`config.mk`:
```
export PLATFORM = sky130hd
export DESIGN_NAME = hsvl_fifo
export DESIGN_NICKNAME = d
export VERILOG_FILES = /design/src/design/hsvl_pkg.sv /design/src/design/hsvl_fifo.sv
export SDC_FILE = /design/constraint.sdc
export NUM_CORES = 1
export LEC_CHECK = 0
export BUFFER_PORTS_ARGS = -buffer_cell sky130_fd_sc_hd__buf_2
export CAP_MARGIN = 10
export CORE_MARGIN = 2
export CORE_UTILIZATION = 55
export DETAILED_ROUTE_END_ITERATION = 10
export GPL_TIMING_DRIVEN = 0
export PLACE_DENSITY_LB_ADDON = 0.12
export SYNTH_ARGS = -nofsm -noshare
export SYNTH_HDL_FRONTEND = slang
export SYNTH_SLANG_ARGS = --single-unit
```
`constraint.sdc`:
```
create_clock -name clk -period 3.15 [get_ports clk]
set_input_delay 0.315 -clock clk [delete_from_list [all_inputs] [get_ports clk]]
set_output_delay 0.315 -clock clk [all_outputs]
set_load 0.1 [all_outputs]
```
`src/design/hsvl_pkg.sv`:
```
// ----------------------------------------------------------------------------
// hsvl_pkg
// Shared types and constants for the HSV color table entry block.
// ----------------------------------------------------------------------------
package hsvl_pkg;

  localparam logic [15:0] SAT_Q16    = 16'd64881;
  localparam logic [16:0] ONE_Q16    = 17'd65536;
  localparam int          CFG_IDX_W  = 3;
  localparam int          CFG_DATA_W = 19;

  typedef enum logic [CFG_IDX_W-1:0] {
    REG_HUE_BIAS    = 3'd0,
    REG_HUE_STEP    = 3'd1,
    REG_VALUE_FLOOR = 3'd2,
    REG_RED_GAIN    = 3'd3,
    REG_GREEN_GAIN  = 3'd4,
    REG_BLUE_GAIN   = 3'd5,
    REG_BRIGHT_CAP  = 3'd6
  } reg_idx_t;

  typedef struct packed {
    logic signed [18:0] hue_bias;
    logic [15:0]        hue_step;
    logic [7:0]         value_floor;
    logic [9:0]         red_gain;
    logic [9:0]         green_gain;
    logic [9:0]         blue_gain;
    logic [9:0]         brightness_cap;
  } cfg_t;

  // classified item passed from front to back
  typedef struct packed {
    logic [2:0]  sextant;
    logic [15:0] frac;
    logic [15:0] v;
  } cls_t;

  typedef struct packed {
    logic [7:0] red;
    logic [7:0] green;
    logic [7:0] blue;
    logic       capped;
  } pix_t;

endpackage

```
`src/design/hsvl_fifo.sv`:
```
// ----------------------------------------------------------------------------
// hsvl_fifo
// Four-entry queue between front and back.
// ----------------------------------------------------------------------------
module hsvl_fifo import hsvl_pkg::*; (
  input  logic clk,
  input  logic rst_n,
  input  logic in_valid,
  output logic in_ready,
  input  cls_t in_data,
  output logic out_valid,
  input  logic out_ready,
  output cls_t out_data
);

  cls_t       mem_r [4];
  logic [1:0] wp_r, rp_r;
  logic [2:0] cnt_r;
  logic       wr, rd;

  assign in_ready  = cnt_r != 3'd4;
  assign out_valid = cnt_r != 3'd0;
  assign wr        = in_valid && in_ready;
  assign rd        = out_valid && out_ready;
  assign out_data  = mem_r[rp_r];

  always_ff @(posedge clk) begin
    if (!rst_n) begin
      wp_r  <= '0;
      rp_r  <= '0;
      cnt_r <= '0;
    end else begin
      if (wr) wp_r <= wp_r + 2'd1;
      if (rd) rp_r <= rp_r + 2'd1;
      cnt_r <= cnt_r + 3'(wr) - 3'(rd);
    end
    if (wr) mem_r[wp_r] <= in_data;
  end

endmodule

```
==> results.yml <==
sta:
  fin_crit_sh: 0.761
  hold_ws_ns: 0.0262
  setup_viol: 0
  rsz0062_at_grt: "false"
  relSlewSlack: 0.622
  finalHoldViolCount: 0
  worstMarginPinSlew_ns: 0.567
  skew_ns: 0.00544
  fmax_ghz: 0.417
  drv_slew: 0
  setup_tns_ns: 0
  fin_crit_ns: 2.40
die:
  rows: 36
  start_util: 0.568
  die_height_um: 105
  die_w_um: 105
  die_area_mm2: 0.0110
  io_pins: 76
  core_area_mm2: 0.00982
setup_path:
  end_kind: "flip-flop"
  cp.required_ns: 3.56
  cp_cell_sequence: "nor2_1, a21boi_2, inv_1, ha_1, inv_1, ha_1, inv_1, fa_1, xnor2_1, xnor2_1, and2_1"
  path_max_fanout: 7
  cp.arrival_ns: 2.80
  startpoint_type: "flip-flop"
  cp_slowest_stage_delay_ns: 0.46
  crit_top_cell: "inv_1"
  critPathKind: "reg2reg"
  cpMaxStageDelayCell: "dfxtp_1"
route:
  avgViaCountPerCell: 5.34
  drc: 0
  first_pass_iters: 4
  drtIter0Drc: 115
  antenna_left: 0
  vias: 2666
  drt-total-wl_mm: 9.17
  wl_per_cell_um: 18.4
global_routing:
  grt_pass1_wl_mm: 14.8
  antenna_found_initial: 0
  grt_max_degree: 25
  grt_util_all_layers: 0.183
  grt_pass1_vias: 2816
  overflow: 0
power_and_ir_drop:
  total_power_mw: 7.17
  p_leak_nw: 2.47
  powerDensity_mw_per_mm2: 1020
  vdd_drop_max_mv: 0.671
  p_switching_mw: 2.83
  clkPwrFrac: 0.276
  sequentialPowerShare: 0.345
  internal_power_mw: 4.34
  netSwitchingFraction: 0.395
  p_comb_frac: 0.379
placement:
  dp_hpwl_mm: 5.52
  port_buffers: 74
  globalplace.congestion: 0.685
synth:
  yosysSeqAreaShare: 0.786
  synth_largest_area_cell: "edfxtp_1"
  synth-edff-count: 140
  synth_flop_cell: "edfxtp_1"
  synth_warnings: 0
  async_reset_ff_frac: 0
  yosys-top-cells-area: "edfxtp_1 (75%), mux4_2 (12%), dfxtp_1 (3.2%)"
  synth.distinct_cells: 22
  avgSynthCellArea_um2: 24.1
  syn_inst: 231
  syn_nets: 277
  ys_seq_elements: 149
  synth_area_mm2: 0.00558
  yosys.cell_count.top_type: "edfxtp_1"
  synth_top_area_frac: 0.754
  synth_common_cells: "edfxtp_1 (140), mux4_2 (30), dfxtp_1 (9)"
clocking:
  clkLatencyLatePin_ns: 0.51
  post_cts_buffers: 0
  clock_path_buffers: 2
  clk_pin_slew_worst_paths_ns: 0.06
  cts_root_buf: "clkbuf_8"
  cts_max_level: 4
  cts_tree: "yes"
  clock_sinks: 149
  cts_buffers: 17
cells_and_area:
  num_antenna_cells: 0
  final_layout_size_suffix_gt1_frac: 0.396
  final-seq-area_mm2: 0.00438
  synthToLayoutAreaGrowth_pct: 26.5
  multiInputGateArea_mm2: 0.00108
  fillers: 659
  nNetsFinal: 399
worst_hold_path:
  worstHoldPathType: "in2reg"
status:
  status: "finished, final reports clean"
job:
  cap_violations: 0
[worst max-delay path, delay by kind of cell, from the launching register on]
kind / cells / cell delay (ns)
adder cells (fa/ha/maj): 3 / 0.80
flip-flops: 1 / 0.46
AO/OA/AOI/OAI: 1 / 0.32
XOR/XNOR: 2 / 0.27
AND/OR/NAND/NOR: 2 / 0.26
buffers and inverters: 3 / 0.18
[cells by family after synthesis]
group | after synthesis | synth area share
adders and majority gates | 7 | 0.0171
DFF | 149 | 0.786
AOI/OAI and AO/OA | 3 | 0.00516
and+or+nand+nor | 17 | 0.0164
muxes | 37 | 0.148
xor gates and xnor gates | 4 | 0.00628
buffers and inverters | 14 | 0.0204
[power by group through the flow]
stage | registers [mW] | logic, mW | clock network, mW
2_1_floorplan | 2.50 | 2.31 | 0
3_3_place_gp | 2.52 | 2.66 | 0
3_5_place_dp | 2.52 | 2.72 | 0
4_1_cts | 2.48 | 2.75 | 2.02
5_1_grt | 2.50 | 2.83 | 2.10
6_report | 2.48 | 2.72 | 1.98
[stage by stage]
stage | area (um2) | std cells | utilization | worst slack [ns]
6_report | 7060 | 499 | 0.719 | 0.754
5_1_grt | 7060 | 499 | 0.719 | 0.539
4_1_cts | 7060 | 499 | 0.719 | 0.723
3_5_place_dp | 6220 | 442 | 0.633 | 0.731
3_3_place_gp | 6110 | 438 | 0.622 | 0.262
2_1_floorplan | 5580 | 231 | - | 0.953
[layout make-up]
class                           count  area share
Tap cell                          133      0.0236
Multi-Input combinational cell     68       0.153
Clock inverter                     12      0.0227
Inverter                            5     0.00266
Sequential cell                   149       0.621
Buffer                              9      0.0135
Timing Repair Buffer              103       0.103
Clock buffer                       20      0.0603
[repair_timing]
action | CTS | global route
gates resized for setup | 0 | 0
hold buffers | 25 | 0
endpoints found under the hold margin | 93 | 0
[flip-flops by register name, summed over array words and instances (netlist names), named ones only]
register	count
wp_r	2
rp_r	2
cnt_r	3
mem_r	140
[routing by layer]
layer  global-route usage  part of all wire  routed length [um]
met1                0.237              0.44                3990
met3               0.0561             0.052                 473
met2                0.290              0.50                4570
met5                    0                 0                   0
met4               0.0781             0.015                 133
[cells in the final DEF, fill, tap and decap left out, types with 6 or more instances in the layout]
cell type / count
buf_2: 77
clkbuf_16: 16
dfxtp_1: 9
dlygate4sd3_1: 25
edfxtp_1: 140
ha_1: 6
mux4_2: 30
[worst paths after layout]
path / from / end / slack [ns] / depth (start not counted)
setup / recovery: cnt_r[1]$_SDFF_PN0_ / cnt_r[2]$_SDFF_PN0_ / 0.75 / 11
hold / removal: in_data[27] / mem_r[2][27]$_DFFE_PP_ / 0.03 / 1
setup reg to reg: cnt_r[1]$_SDFF_PN0_ / cnt_r[2]$_SDFF_PN0_ / 0.75 / 11
hold reg to reg: wp_r[1]$_SDFFE_PN0P_ / wp_r[1]$_SDFFE_PN0P_ / 0.49 / 2
(Power assumes the default switching activity.)
