## config.mk

```make
export PLATFORM = sky130hd
export DESIGN_NAME = hsvl_front
export DESIGN_NICKNAME = d
export VERILOG_FILES = /design/src/design/hsvl_pkg.sv /design/src/design/hsvl_front.sv
export SDC_FILE = /design/constraint.sdc
export NUM_CORES = 1
export LEC_CHECK = 0
export BUFFER_PORTS_ARGS = -buffer_cell sky130_fd_sc_hd__buf_2
export CAP_MARGIN = 15
export CORE_MARGIN = 5
export CORE_UTILIZATION = 59
export CTS_CLUSTER_DIAMETER = 150
export DETAILED_ROUTE_END_ITERATION = 10
export HOLD_SLACK_MARGIN = 0.1
export PLACE_DENSITY = 0.84
export SYNTH_ARGS = -nofsm -noshare
export SYNTH_HDL_FRONTEND = slang
export SYNTH_SLANG_ARGS = --single-unit
```

## constraint.sdc

```tcl
create_clock -name clk -period 8.9 [get_ports clk]
set_input_delay 1.78 -clock clk [delete_from_list [all_inputs] [get_ports clk]]
set_output_delay 1.78 -clock clk [all_outputs]
set_load 0.02 [all_outputs]
```

## src/design/hsvl_pkg.sv

```systemverilog
// ----------------------------------------------------------------------------
// hsvl_pkg
// Shared types and constants for the HSV color table entry block.
// ----------------------------------------------------------------------------
package hsvl_pkg;

  localparam logic [15:0] SAT_Q16    = 16'd64881;
  localparam logic [16:0] ONE_Q16    = 17'd65536;
  localparam int          CFG_IDX_W  = 3;
  localparam int          CFG_DATA_W = 19;

  typedef enum logic [CFG_IDX_W-1:0] {
    REG_HUE_BIAS    = 3'd0,
    REG_HUE_STEP    = 3'd1,
    REG_VALUE_FLOOR = 3'd2,
    REG_RED_GAIN    = 3'd3,
    REG_GREEN_GAIN  = 3'd4,
    REG_BLUE_GAIN   = 3'd5,
    REG_BRIGHT_CAP  = 3'd6
  } reg_idx_t;

  typedef struct packed {
    logic signed [18:0] hue_bias;
    logic [15:0]        hue_step;
    logic [7:0]         value_floor;
    logic [9:0]         red_gain;
    logic [9:0]         green_gain;
    logic [9:0]         blue_gain;
    logic [9:0]         brightness_cap;
  } cfg_t;

  // classified item passed from front to back
  typedef struct packed {
    logic [2:0]  sextant;
    logic [15:0] frac;
    logic [15:0] v;
  } cls_t;

  typedef struct packed {
    logic [7:0] red;
    logic [7:0] green;
    logic [7:0] blue;
    logic       capped;
  } pix_t;

endpackage

```

## src/design/hsvl_front.sv

```systemverilog
// ----------------------------------------------------------------------------
// hsvl_front
// Accepts indexes, computes hue sextant/fraction and value. Two stages.
// ----------------------------------------------------------------------------
module hsvl_front import hsvl_pkg::*; #(
  parameter int ENTRIES = 256
) (
  input  logic       clk,
  input  logic       rst_n,
  input  cfg_t       cfg,
  input  logic       in_valid,
  output logic       in_ready,
  input  logic [7:0] in_index,
  output logic       out_valid,
  input  logic       out_ready,
  output cls_t       out_cls
);

  // ceil(2^40 / ENTRIES): exact floor of dif*65536/ENTRIES for table sizes up to 65536
  localparam longint RECIP = ((longint'(1) << 40) + longint'(ENTRIES) - 1)
                             / longint'(ENTRIES);

  logic               s1_valid_r, s2_valid_r;
  logic [15:0]        hue_r;
  logic [15:0]        v_r;
  logic [18:0]        h6_r;
  logic [15:0]        v2_r;
  logic               adv1, adv2;
  logic signed [26:0] hs;
  logic [7:0]         dif;
  logic [48:0]        vq;
  logic [15:0]        v_nxt;

  assign adv2     = !s2_valid_r || out_ready;
  assign adv1     = !s1_valid_r || adv2;
  assign in_ready = adv1;

  assign hs  = $signed({1'b0, 8'(in_index) * 24'(cfg.hue_step)}) + 27'(cfg.hue_bias);
  assign dif = in_index - cfg.value_floor;

  always_comb begin
    vq = 49'(dif) * 49'(RECIP);
    if (in_index <= cfg.value_floor) v_nxt = '0;
    else if (vq[48:24] > 25'd65535) v_nxt = 16'hFFFF;
    else v_nxt = vq[39:24];
  end

  always_ff @(posedge clk) begin
    if (!rst_n) begin
      s1_valid_r <= 1'b0;
      s2_valid_r <= 1'b0;
    end else begin
      if (adv1) s1_valid_r <= in_valid;
      if (adv2) s2_valid_r <= s1_valid_r;
    end
    if (adv1 && in_valid) begin
      hue_r <= hs[26] ? 16'd0 : hs[15:0];
      v_r   <= v_nxt;
    end
    if (adv2 && s1_valid_r) begin
      h6_r <= 19'(hue_r) * 19'd6;
      v2_r <= v_r;
    end
  end

  assign out_valid       = s2_valid_r;
  assign out_cls.sextant = h6_r[18:16];
  assign out_cls.frac    = h6_r[15:0];
  assign out_cls.v       = v2_r;

endmodule

```

==> impl_metrics.ini, run 1 <==
[placed_design]
detailed_place_hpwl_um = 11860
io_buffers = 82
gpl.final_weighted_congestion = 0.8349

[drt]
drt-vias-per-instance = 5.355
routed_wirelength_um = 14350
wire_per_inst_um = 13.61
postRouteAntennaNets = 0
firstDrtPassIters = 4
drc_errors = 0
vias = 5650
drt_iter0_markers = 242

[floorplan]
top_level_ports = 132
initial_core_util = 0.6022
rows = 41
coreArea_sq_um = 12620
die_width_um = 123.5
die_y_um = 123.5
fp.dieArea_sq_um = 15250

[synthesis]
syn_area_per_cell_sq_um = 9.476
synthesized_instance_count = 802
yosys_register_bits = 52
postSynth.asyncResetShare = 0
synth_top_area_share = 0.2292
synth.distinct_cells = 54
ys_seq_area_frac = 0.2028
synthFlopType = edfxtp_1
synthesis.yosys.warnings = 0
synth_area_sq_um = 7600
synth_enable_flop_cells = 50
ys_top_cells_by_area = fa_1 (23%), edfxtp_1 (20%), ha_1 (15%), and2_1 (10%), inv_1 (6.4%)
yosys.area.top_type = fa_1

[cts]
depth_of_the_cts_h_tree = 2
post-cts-setup-buffer-count = 0
clk_latency_ns = 0.29
cts_num_sinks = 52
cts_resized = 0
path_clk_slew_ns = 0.07
cts-root-buf = clkbuf_16
cts_hold_buffers = 0
tritoncts = yes
cts_inserted_buffers = 5
cts_buffer_depth = 2

[timing]
clock-skew-final_ns = 0.009139
timing.final.setup_violations = 0
hold_ws_ns = 0.4185
post-route-min-period_ns = 7.980
maxSlewHeadroom = 0.2762
grt_setup_unrepaired = no
layout_worst_path_cycle_share = 0.8967
max_freq_mhz = 125.3
finalMaxSlewViolations = 0
tightest_slew_ns = 1.086
fin_tns_setup_ns = 0
report.final.hold_viol_count = 0

[final_layout]
post_route_cells_drive_above_1_share = 0.1110
design.final.nets = 1156
area.sequential_sq_um = 1541
fill_cells = 1039
antenna_cells = 0
area_growth_pct = 9.532
multiInputGateArea_sq_um = 5498

[critical_path]
crit_path_max_fanout = 17
r2r_start = hue_r[1]
cp_data_arrival_time_ns = 8.03
reg2reg_depth = 12
cp_data_required_time_ns = 8.95
timing.critical_path.to = hue_r[13]
critical_path.reg2reg.endpoint = h6_r[16]
worst_setup_path_startpoint = in_index[7]
critical_path.startpoint_type = input port
crit_path_end_kind = register
r2r_slack_ns = 5.71
critical_path_class = input port to register

[pwr]
ir_worst_vdd_mv = 0.2220
power_leakage_uw = 0.004040
power_per_cell_area_nw_per_um2 = 363.6

[global_routing]
grt-ovfl-total = 0
first_global_vias = 5648
first_pass_grt_wire_length_um = 24960
initial_antenna_violation_count = 0
grt.total_usage = 0.2020
maximum_number_of_pins_on_one_net_before_global_route_repair = 27

[outcome]
run_status = finished clean

[worst_hold_path]
timing.hold.worst.class = register to register

[job]
cap_viol_max_count = 0
[state kept, by name, indices dropped and copies added (netlist names)]
register and cells:
h6_r 18, hue_r 16, v2_r 8, v_r 8, out_valid 1, s1_valid_r 1
[where the power goes]
group          switching (uW)  internal (uW)  total, uW
clock network            83.8            134        218
registers                32.8            436        469
logic                    1280           1060       2340
total                    1390           1630       3030
[layer usage]
metal	vias up	track usage	part of all wire
met5	-	0	0
met4	0	0.05190	0.018
met3	19	0.01967	0.036
met2	100	0.3683	0.52
met1	2748	0.2566	0.42
li1	2783	-	-
[synth_stat cells, drive strengths merged, types with 4 or more instances]
cell type  number
a211oi         12
o21bai          7
nand3           9
xnor2          34
edfxtp         50
a21oi          32
nand2          42
a21o           10
and3            4
buf            10
nor2b          10
inv           129
nor3           14
nand2b          5
o21ai          29
and2          122
clkbuf          8
fa             87
xor2            7
nor2           40
o21a            9
ha             92
[through the flow]
step / total power [uW] / area, sq um / util / setup slack, ns / std cells
6_report: 3027 / 8324 / 0.6596 / 0.9195 / 1055
5_1_grt: 3391 / 8324 / 0.6596 / 0.3443 / 1055
4_1_cts: 3051 / 8324 / 0.6596 / 0.8858 / 1055
3_5_place_dp: 2810 / 8157 / 0.6463 / 0.5946 / 1047
3_3_place_gp: 2748 / 8157 / 0.6463 / 0.6419 / 1047
2_1_floorplan: 2386 / 7630 / - / 1.256 / 810
[cells by family (layout without fill, tap and decap cells)]
| kind of cell | count (synthesis) | count (layout) | share of synthesized area |
|---|---|---|---|
| adders and majority gates | 179 | 179 | 0.3806 |
| and+or+nand+nor | 260 | 260 | 0.1854 |
| buffers and inverters | 147 | 220 | 0.07804 |
| AOI/OAI and AO/OA | 122 | 122 | 0.1054 |
| xor gates and xnor gates | 41 | 41 | 0.04725 |
| other | 1 | 9 | 0.0004934 |
| DFF | 52 | 52 | 0.2028 |
[layout make-up]
cell class / count / area share
clock buffers: 6 / 0.01548
multi-input cells: 611 / 0.6605
inverters: 129 / 0.05817
repair buffers: 83 / 0.05020
well taps: 172 / 0.02585
clock inverters: 2 / 0.004660
flip-flops and latches: 52 / 0.1852
[worst min path at each step]
| stage | from | slack (ns) | end | cells past startpoint |
|---|---|---|---|---|
| global placement | v_r[10] | 0.40 | v2_r[10] | 0 |
| CTS | v_r[15] | 0.42 | v2_r[15] | 0 |
| floorplan | v_r[10] | 0.40 | v2_r[10] | 0 |
| detailed placement | v_r[15] | 0.41 | v2_r[15] | 0 |
| finish | v_r[15] | 0.42 | v2_r[15] | 0 |
| global route | v_r[11] | 0.42 | v2_r[11] | 0 |
[cell usage in the layout, fill, tap and decap left out, types with 10 or more instances in the layout]
cell / netlist / layout
a211oi_1: 12 / 12
a21o_1: 10 / 10
a21oi_1: 31 / 31
and2_1: 122 / 122
buf_2: 0 / 82
edfxtp_1: 50 / 50
fa_1: 87 / 87
ha_1: 92 / 92
inv_1: 129 / 129
nand2_1: 42 / 42
nor2_1: 40 / 40
nor3_1: 14 / 14
o21ai_0: 24 / 24
xnor2_1: 34 / 34
[critical path, stage by stage]
cell and delay, ns:
buf_2 0.27, nand2_1 0.13, fa_1 0.52, fa_1 0.54
inv_1 0.06, fa_1 0.54, inv_1 0.06, fa_1 0.52
inv_1 0.04, ha_1 0.33, or2_1 0.24, a21oi_1 0.19
nor3_1 0.09, o21ai_1 0.19, o21ai_1 0.12, a41oi_1 0.36
xnor2_1 0.17, ha_1 0.26, a21oi_1 0.14, nor2b_1 0.05
o21ai_0 0.15, nand2b_1 0.09, nor3_1 0.20, a21oi_1 0.10
o221ai_1 0.20, nand4b_2 0.37, and3b_1 0.31
Power figures use the tool's default switching activity.
==> run 2: changes to the inputs <==
--- a/config.mk
+++ b/config.mk
@@ -8,11 +8,12 @@
 export BUFFER_PORTS_ARGS = -buffer_cell sky130_fd_sc_hd__buf_2
 export CAP_MARGIN = 15
 export CORE_MARGIN = 5
-export CORE_UTILIZATION = 59
+export CORE_UTILIZATION = 60
 export CTS_CLUSTER_DIAMETER = 150
 export DETAILED_ROUTE_END_ITERATION = 10
 export HOLD_SLACK_MARGIN = 0.1
-export PLACE_DENSITY = 0.84
+export PLACE_DENSITY = 0.86
+export SETUP_SLACK_MARGIN = 0.2
 export SYNTH_ARGS = -nofsm -noshare
 export SYNTH_HDL_FRONTEND = slang
 export SYNTH_SLANG_ARGS = --single-unit
==> constraint.sdc (replaced) <==
create_clock -name clk -period 10.2 [get_ports clk]
set_input_delay 2.04 -clock clk [delete_from_list [all_inputs] [get_ports clk]]
set_output_delay 2.04 -clock clk [all_outputs]
set_load 0.02 [all_outputs]
==> impl_metrics.ini, run 2 (synthesis results as in run 1) <==
[floorplan]
die_width_um = 122.5
die_y_um = 122.5
rows = 41
fp.dieArea_sq_um = 15020
initial_core_util = 0.6072
top_level_ports = 132
coreArea_sq_um = 12520

[final_layout]
largest_reg_flops = 18
post_route_cells_drive_above_1_share = 0.1110
max_flop_register = h6_r
layout_commonest_cell = inv_1
antenna_cells = 0
area_growth_pct = 9.532
layout.cells.most_common_list = inv_1 (129), and2_1 (122), ha_1 (92)
design.final.nets = 1156
top_regs = h6_r x18, hue_r x16

[drt]
drt_iter0_markers = 314
postRouteAntennaNets = 0
drt-vias-per-instance = 5.328
wire_per_inst_um = 13.94
vias = 5621
firstDrtPassIters = 5
routed_wirelength_um = 14710
drc_errors = 0

[timing]
layout_worst_path_cycle_share = 0.8190
hold_ws_ns = 0.4192
post-route-min-period_ns = 8.354
finalMaxSlewViolations = 0
report.final.hold_viol_count = 0
timing.final.setup_violations = 0
maxSlewHeadroom = 0.2551
grt_setup_unrepaired = no
clock-skew-final_ns = 0.01030
max_freq_mhz = 119.7
tightest_slew_ns = 1.117
fin_tns_setup_ns = 0

[worst_hold_path]
hold_depth = 0
hp-start = v_r[12]
timing.hold.worst.class = register to register
min_delay_worst_endpoint = v2_r[12]

[cts]
cts_hold_buffers = 0
cts_resized = 0
cts_num_sinks = 52
tritoncts = yes
clk_latency_ns = 0.30
path_clk_slew_ns = 0.06
post-cts-setup-buffer-count = 0
cts-root-buf = clkbuf_16
cts_buffer_depth = 2
cts_inserted_buffers = 5
depth_of_the_cts_h_tree = 2

[pwr]
power_leakage_uw = 0.004040
power_per_cell_area_nw_per_um2 = 317.9
ir_worst_vdd_mv = 0.2045

[critical_path]
r2r_start = hue_r[1]
crit_path_end_kind = register
critical_path_class = input port to register
crit_path_max_fanout = 17
cp_data_required_time_ns = 10.25
critical_path.reg2reg.endpoint = h6_r[16]
r2r_slack_ns = 7.10
critical_path.startpoint_type = input port
reg2reg_depth = 12
cp_data_arrival_time_ns = 8.40

[outcome]
run_status = finished clean

[global_routing]
maximum_number_of_pins_on_one_net_before_global_route_repair = 27
initial_antenna_violation_count = 0
first_pass_grt_wire_length_um = 25070
first_global_vias = 5700
grt.total_usage = 0.2067
grt-ovfl-total = 0

[placed_design]
gpl.final_weighted_congestion = 0.8401
io_buffers = 82
detailed_place_hpwl_um = 11910

[job]
cap_viol_max_count = 0
==> run 2: routing by layer <==
| metal | global-route usage | part of all wire | vias up |
|---|---|---|---|
| met5 | 0 | 0 | - |
| met4 | 0.05668 | 0.012 | 0 |
| met3 | 0.02120 | 0.035 | 11 |
| met2 | 0.3837 | 0.53 | 87 |
| met1 | 0.2553 | 0.42 | 2750 |
| li1 | - | - | 2773 |
==> run 2: worst max path at each step <==
stage,start,endpoint,slack [ns],cells after the start
finish,in_index[7],hue_r[0],1.85,27
floorplan,in_index[7],hue_r[10],2.30,28
CTS,in_index[7],hue_r[1],1.84,27
global route,in_index[7],hue_r[0],1.34,27
global placement,in_index[7],hue_r[13],1.65,27
detailed placement,in_index[7],hue_r[1],1.55,27
==> run 2: worst max-delay path, stage by stage <==
cell and delay, ns:
buf_2 0.28, nand2_1 0.14, fa_1 0.54, fa_1 0.55, inv_1 0.06, fa_1 0.53, inv_1 0.06, fa_1 0.53
inv_1 0.04, ha_1 0.33, or2_1 0.24, a21oi_1 0.19, nor3_1 0.09, o21ai_1 0.19, o21ai_1 0.12, a41oi_1 0.36
xnor2_1 0.18, ha_1 0.27, a21oi_1 0.15, nor2b_1 0.05, o21ai_0 0.14, nand2b_1 0.08, nor3_1 0.22, a21oi_1 0.12
o221ai_1 0.21, nand4b_2 0.37, and2_1 0.30
==> run 2: per-stage QoR <==
stage	total power (uW)	instances	cell area [sq um]	utilization	setup WS (ns)
2_1_floorplan	2082	810	7630	-	2.296
3_3_place_gp	2398	1047	8157	0.6516	1.652
3_5_place_dp	2452	1047	8157	0.6516	1.553
4_1_cts	2664	1055	8324	0.6650	1.842
5_1_grt	2954	1055	8324	0.6650	1.338
6_report	2646	1055	8324	0.6650	1.846
==> run 2: report_power, final <==
part           switching [uW]  internal, uW
sequential               26.2           380
combinational            1120           929
clock                    77.6           117
total                    1220          1430
==> run 2: layout make-up <==
cell class | count | area (sq um)
Clock buffer | 6 | 128.9
Clock inverter | 2 | 38.79
Fill cell | 988 | 4193
Inverter | 129 | 484.2
Multi-Input combinational cell | 611 | 5498
Sequential cell | 52 | 1541
Tap cell | 172 | 215.2
Timing Repair Buffer | 83 | 417.9
==> run 3: changes to the inputs <==
--- a/config.mk
+++ b/config.mk
@@ -8,11 +8,11 @@
 export BUFFER_PORTS_ARGS = -buffer_cell sky130_fd_sc_hd__buf_2
 export CAP_MARGIN = 15
 export CORE_MARGIN = 5
-export CORE_UTILIZATION = 60
+export CORE_UTILIZATION = 53
 export CTS_CLUSTER_DIAMETER = 150
 export DETAILED_ROUTE_END_ITERATION = 10
 export HOLD_SLACK_MARGIN = 0.1
-export PLACE_DENSITY = 0.86
+export PLACE_DENSITY = 0.8
 export SETUP_SLACK_MARGIN = 0.2
 export SYNTH_ARGS = -nofsm -noshare
 export SYNTH_HDL_FRONTEND = slang
==> constraint.sdc (replaced) <==
create_clock -name clk -period 7.5 [get_ports clk]
set_input_delay 1.5 -clock clk [delete_from_list [all_inputs] [get_ports clk]]
set_output_delay 1.5 -clock clk [all_outputs]
set_load 0.02 [all_outputs]
==> impl_metrics.ini, run 3 (synthesis results as in run 1) <==
[placed_design]
io_buffers = 82
placed_cell_area_sq_um = 8339
gpl.final_weighted_congestion = 0.8402
detailed_place_hpwl_um = 12390

[timing]
max_freq_mhz = 142.4
clock-skew-final_ns = 0.009002
grt_setup_unrepaired = yes
timing.final.setup_violations = 0
finalMaxSlewViolations = 0
report.final.hold_viol_count = 0
hold_ws_ns = 0.4213
tightest_slew_ns = 1.108
post-route-min-period_ns = 7.021
maxSlewHeadroom = 0.2616
layout_worst_path_cycle_share = 0.9361

[final_layout]
area_growth_pct = 14.27
design.final.nets = 1181
layout_commonest_cell = inv_1
stdcell_area_sq_um = 8685
max_flop_register = h6_r
post_route_cells_drive_above_1_share = 0.1619
largest_reg_flops = 18
top_regs = h6_r x18, hue_r x16
antenna_cells = 0
layout.cells.most_common_list = inv_1 (128), and2_1 (122), ha_1 (89)
fill_cells = 1170

[cts]
clk_latency_ns = 0.30
path_clk_slew_ns = 0.07
cts_num_sinks = 52
cts_inserted_buffers = 5
tritoncts = yes
cts_buffer_depth = 2
cts-root-buf = clkbuf_16
depth_of_the_cts_h_tree = 2

[critical_path]
cp_data_required_time_ns = 7.55
critical_path.startpoint_type = input port
timing.critical_path.slowest_stage_cell = fa_1
slowest_delay_ns = 0.56
cp_data_arrival_time_ns = 7.07
critical_path_class = input port to register
cp_top_family = adder cells
crit_path_max_fanout = 8
critical_path.n_buffers_inverters = 4
crit_path_end_kind = register
timing.critical_path.mode_cell = fa_1

[drt]
vias = 5730
firstDrtPassIters = 5
routed_wirelength_um = 15220
postRouteAntennaNets = 0
wire_per_inst_um = 13.99
drt_iter0_markers = 242
drt-vias-per-instance = 5.267
drc_errors = 0

[floorplan]
die_y_um = 129.7
fp.dieArea_sq_um = 16830
initial_core_util = 0.5433
coreArea_sq_um = 13990
rows = 43
die_width_um = 129.7
top_level_ports = 132

[pwr]
finalPower_uw = 3877
power_per_cell_area_nw_per_um2 = 446.4
ir_worst_vdd_mv = 0.2524
power_leakage_uw = 0.004187

[global_routing]
grtUsageMet1 = 0.2305
first_pass_grt_wire_length_um = 25030
grt-ovfl-total = 0
groute.layer.met3.usage = 0.01719
maximum_number_of_pins_on_one_net_before_global_route_repair = 27
first_global_vias = 5595
grt.total_usage = 0.1804
grtUsageMet2 = 0.3303
grt_most_used_layer = met2
initial_antenna_violation_count = 0

[outcome]
run_status = finished clean

[worst_hold_path]
timing.hold.worst.class = register to register

[job]
cap_viol_max_count = 0
[run 3: changes by cell type in the layout (fill, tap and decap cells not counted), sizes merged]
| cell | delta |
|---|---|
| buf | +23 |
| bufinv | -1 |
| clkbuf | +1 |
| clkinv | +1 |
| clkinvlp | +1 |
[run 3: worst register-to-register path, stage by stage (launching register included)]
cell	delay (ns)
edfxtp_1	0.38
ha_1	0.19
inv_1	0.06
fa_1	0.39
nor2b_1	0.12
o21ai_0	0.11
a21boi_1	0.20
o21ai_0	0.16
a2111oi_1	0.54
nor4_1	0.15
o31ai_1	0.31
a21o_1	0.19
xnor2_1	0.07
[run 3: routing by layer]
| layer | vias to the layer above | share of wire |
|---|---|---|
| met1 | 2788 | 0.42 |
| met5 | - | 0 |
| met4 | 0 | 0.012 |
| met2 | 104 | 0.53 |
| li1 | 2824 | - |
| met3 | 14 | 0.038 |
[run 3: per-stage QoR]
| stage | setup WS (ns) | util | std cells | TNS (ns) |
|---|---|---|---|---|
| after floorplan | 0.2001 | - | 810 | 0 |
| after global placement | -0.001858 | 0.5962 | 1077 | -0.001858 |
| after detailed placement | -0.05092 | 0.5962 | 1077 | -0.3905 |
| after CTS | 0.2297 | 0.6066 | 1085 | 0 |
| after global routing | 0.1551 | 0.6208 | 1088 | 0 |
| final | 0.4791 | 0.6208 | 1088 | 0 |
[run 3: worst paths after layout]
kind	slack, ns	from	cells after the start	endpoint
worst min register to register	0.42	v_r[9]	0	v2_r[9]
worst min-delay path	0.42	v_r[9]	0	v2_r[9]
worst max-delay path	0.48	cfg[49]	25	hue_r[1]
worst max register to register	4.40	hue_r[1]	12	h6_r[16]
[run 3: layout make-up]
| cell class | instances | area, sq um | share of cell area |
|---|---|---|---|
| clock inverter | 3 | 21.27 | 0.002449 |
| tap | 180 | 225.2 | 0.02593 |
| clock buffer | 5 | 125.1 | 0.01441 |
| inverter | 129 | 484.2 | 0.05576 |
| timing repair buffer | 108 | 673.1 | 0.07751 |
| sequential | 52 | 1541 | 0.1775 |
| multi-input combinational | 611 | 5614 | 0.6464 |
[run 3: what timing repair did]
action / 4_1_cts / 5_1_grt
gates resized for setup: 0 / 51
endpoints found under the hold margin: 0 / 0
hold buffers: 0 / 0
buffers inserted: 0 / 2
setup endpoints to repair: 0 / 16
[run 3: power breakdown]
part,internal (uW),switching [uW],leakage [uW]
clock network,125,108,0.0000702
logic,1460,1630,0.00361
registers,517,37.0,0.000503
total,2100,1780,0.00419
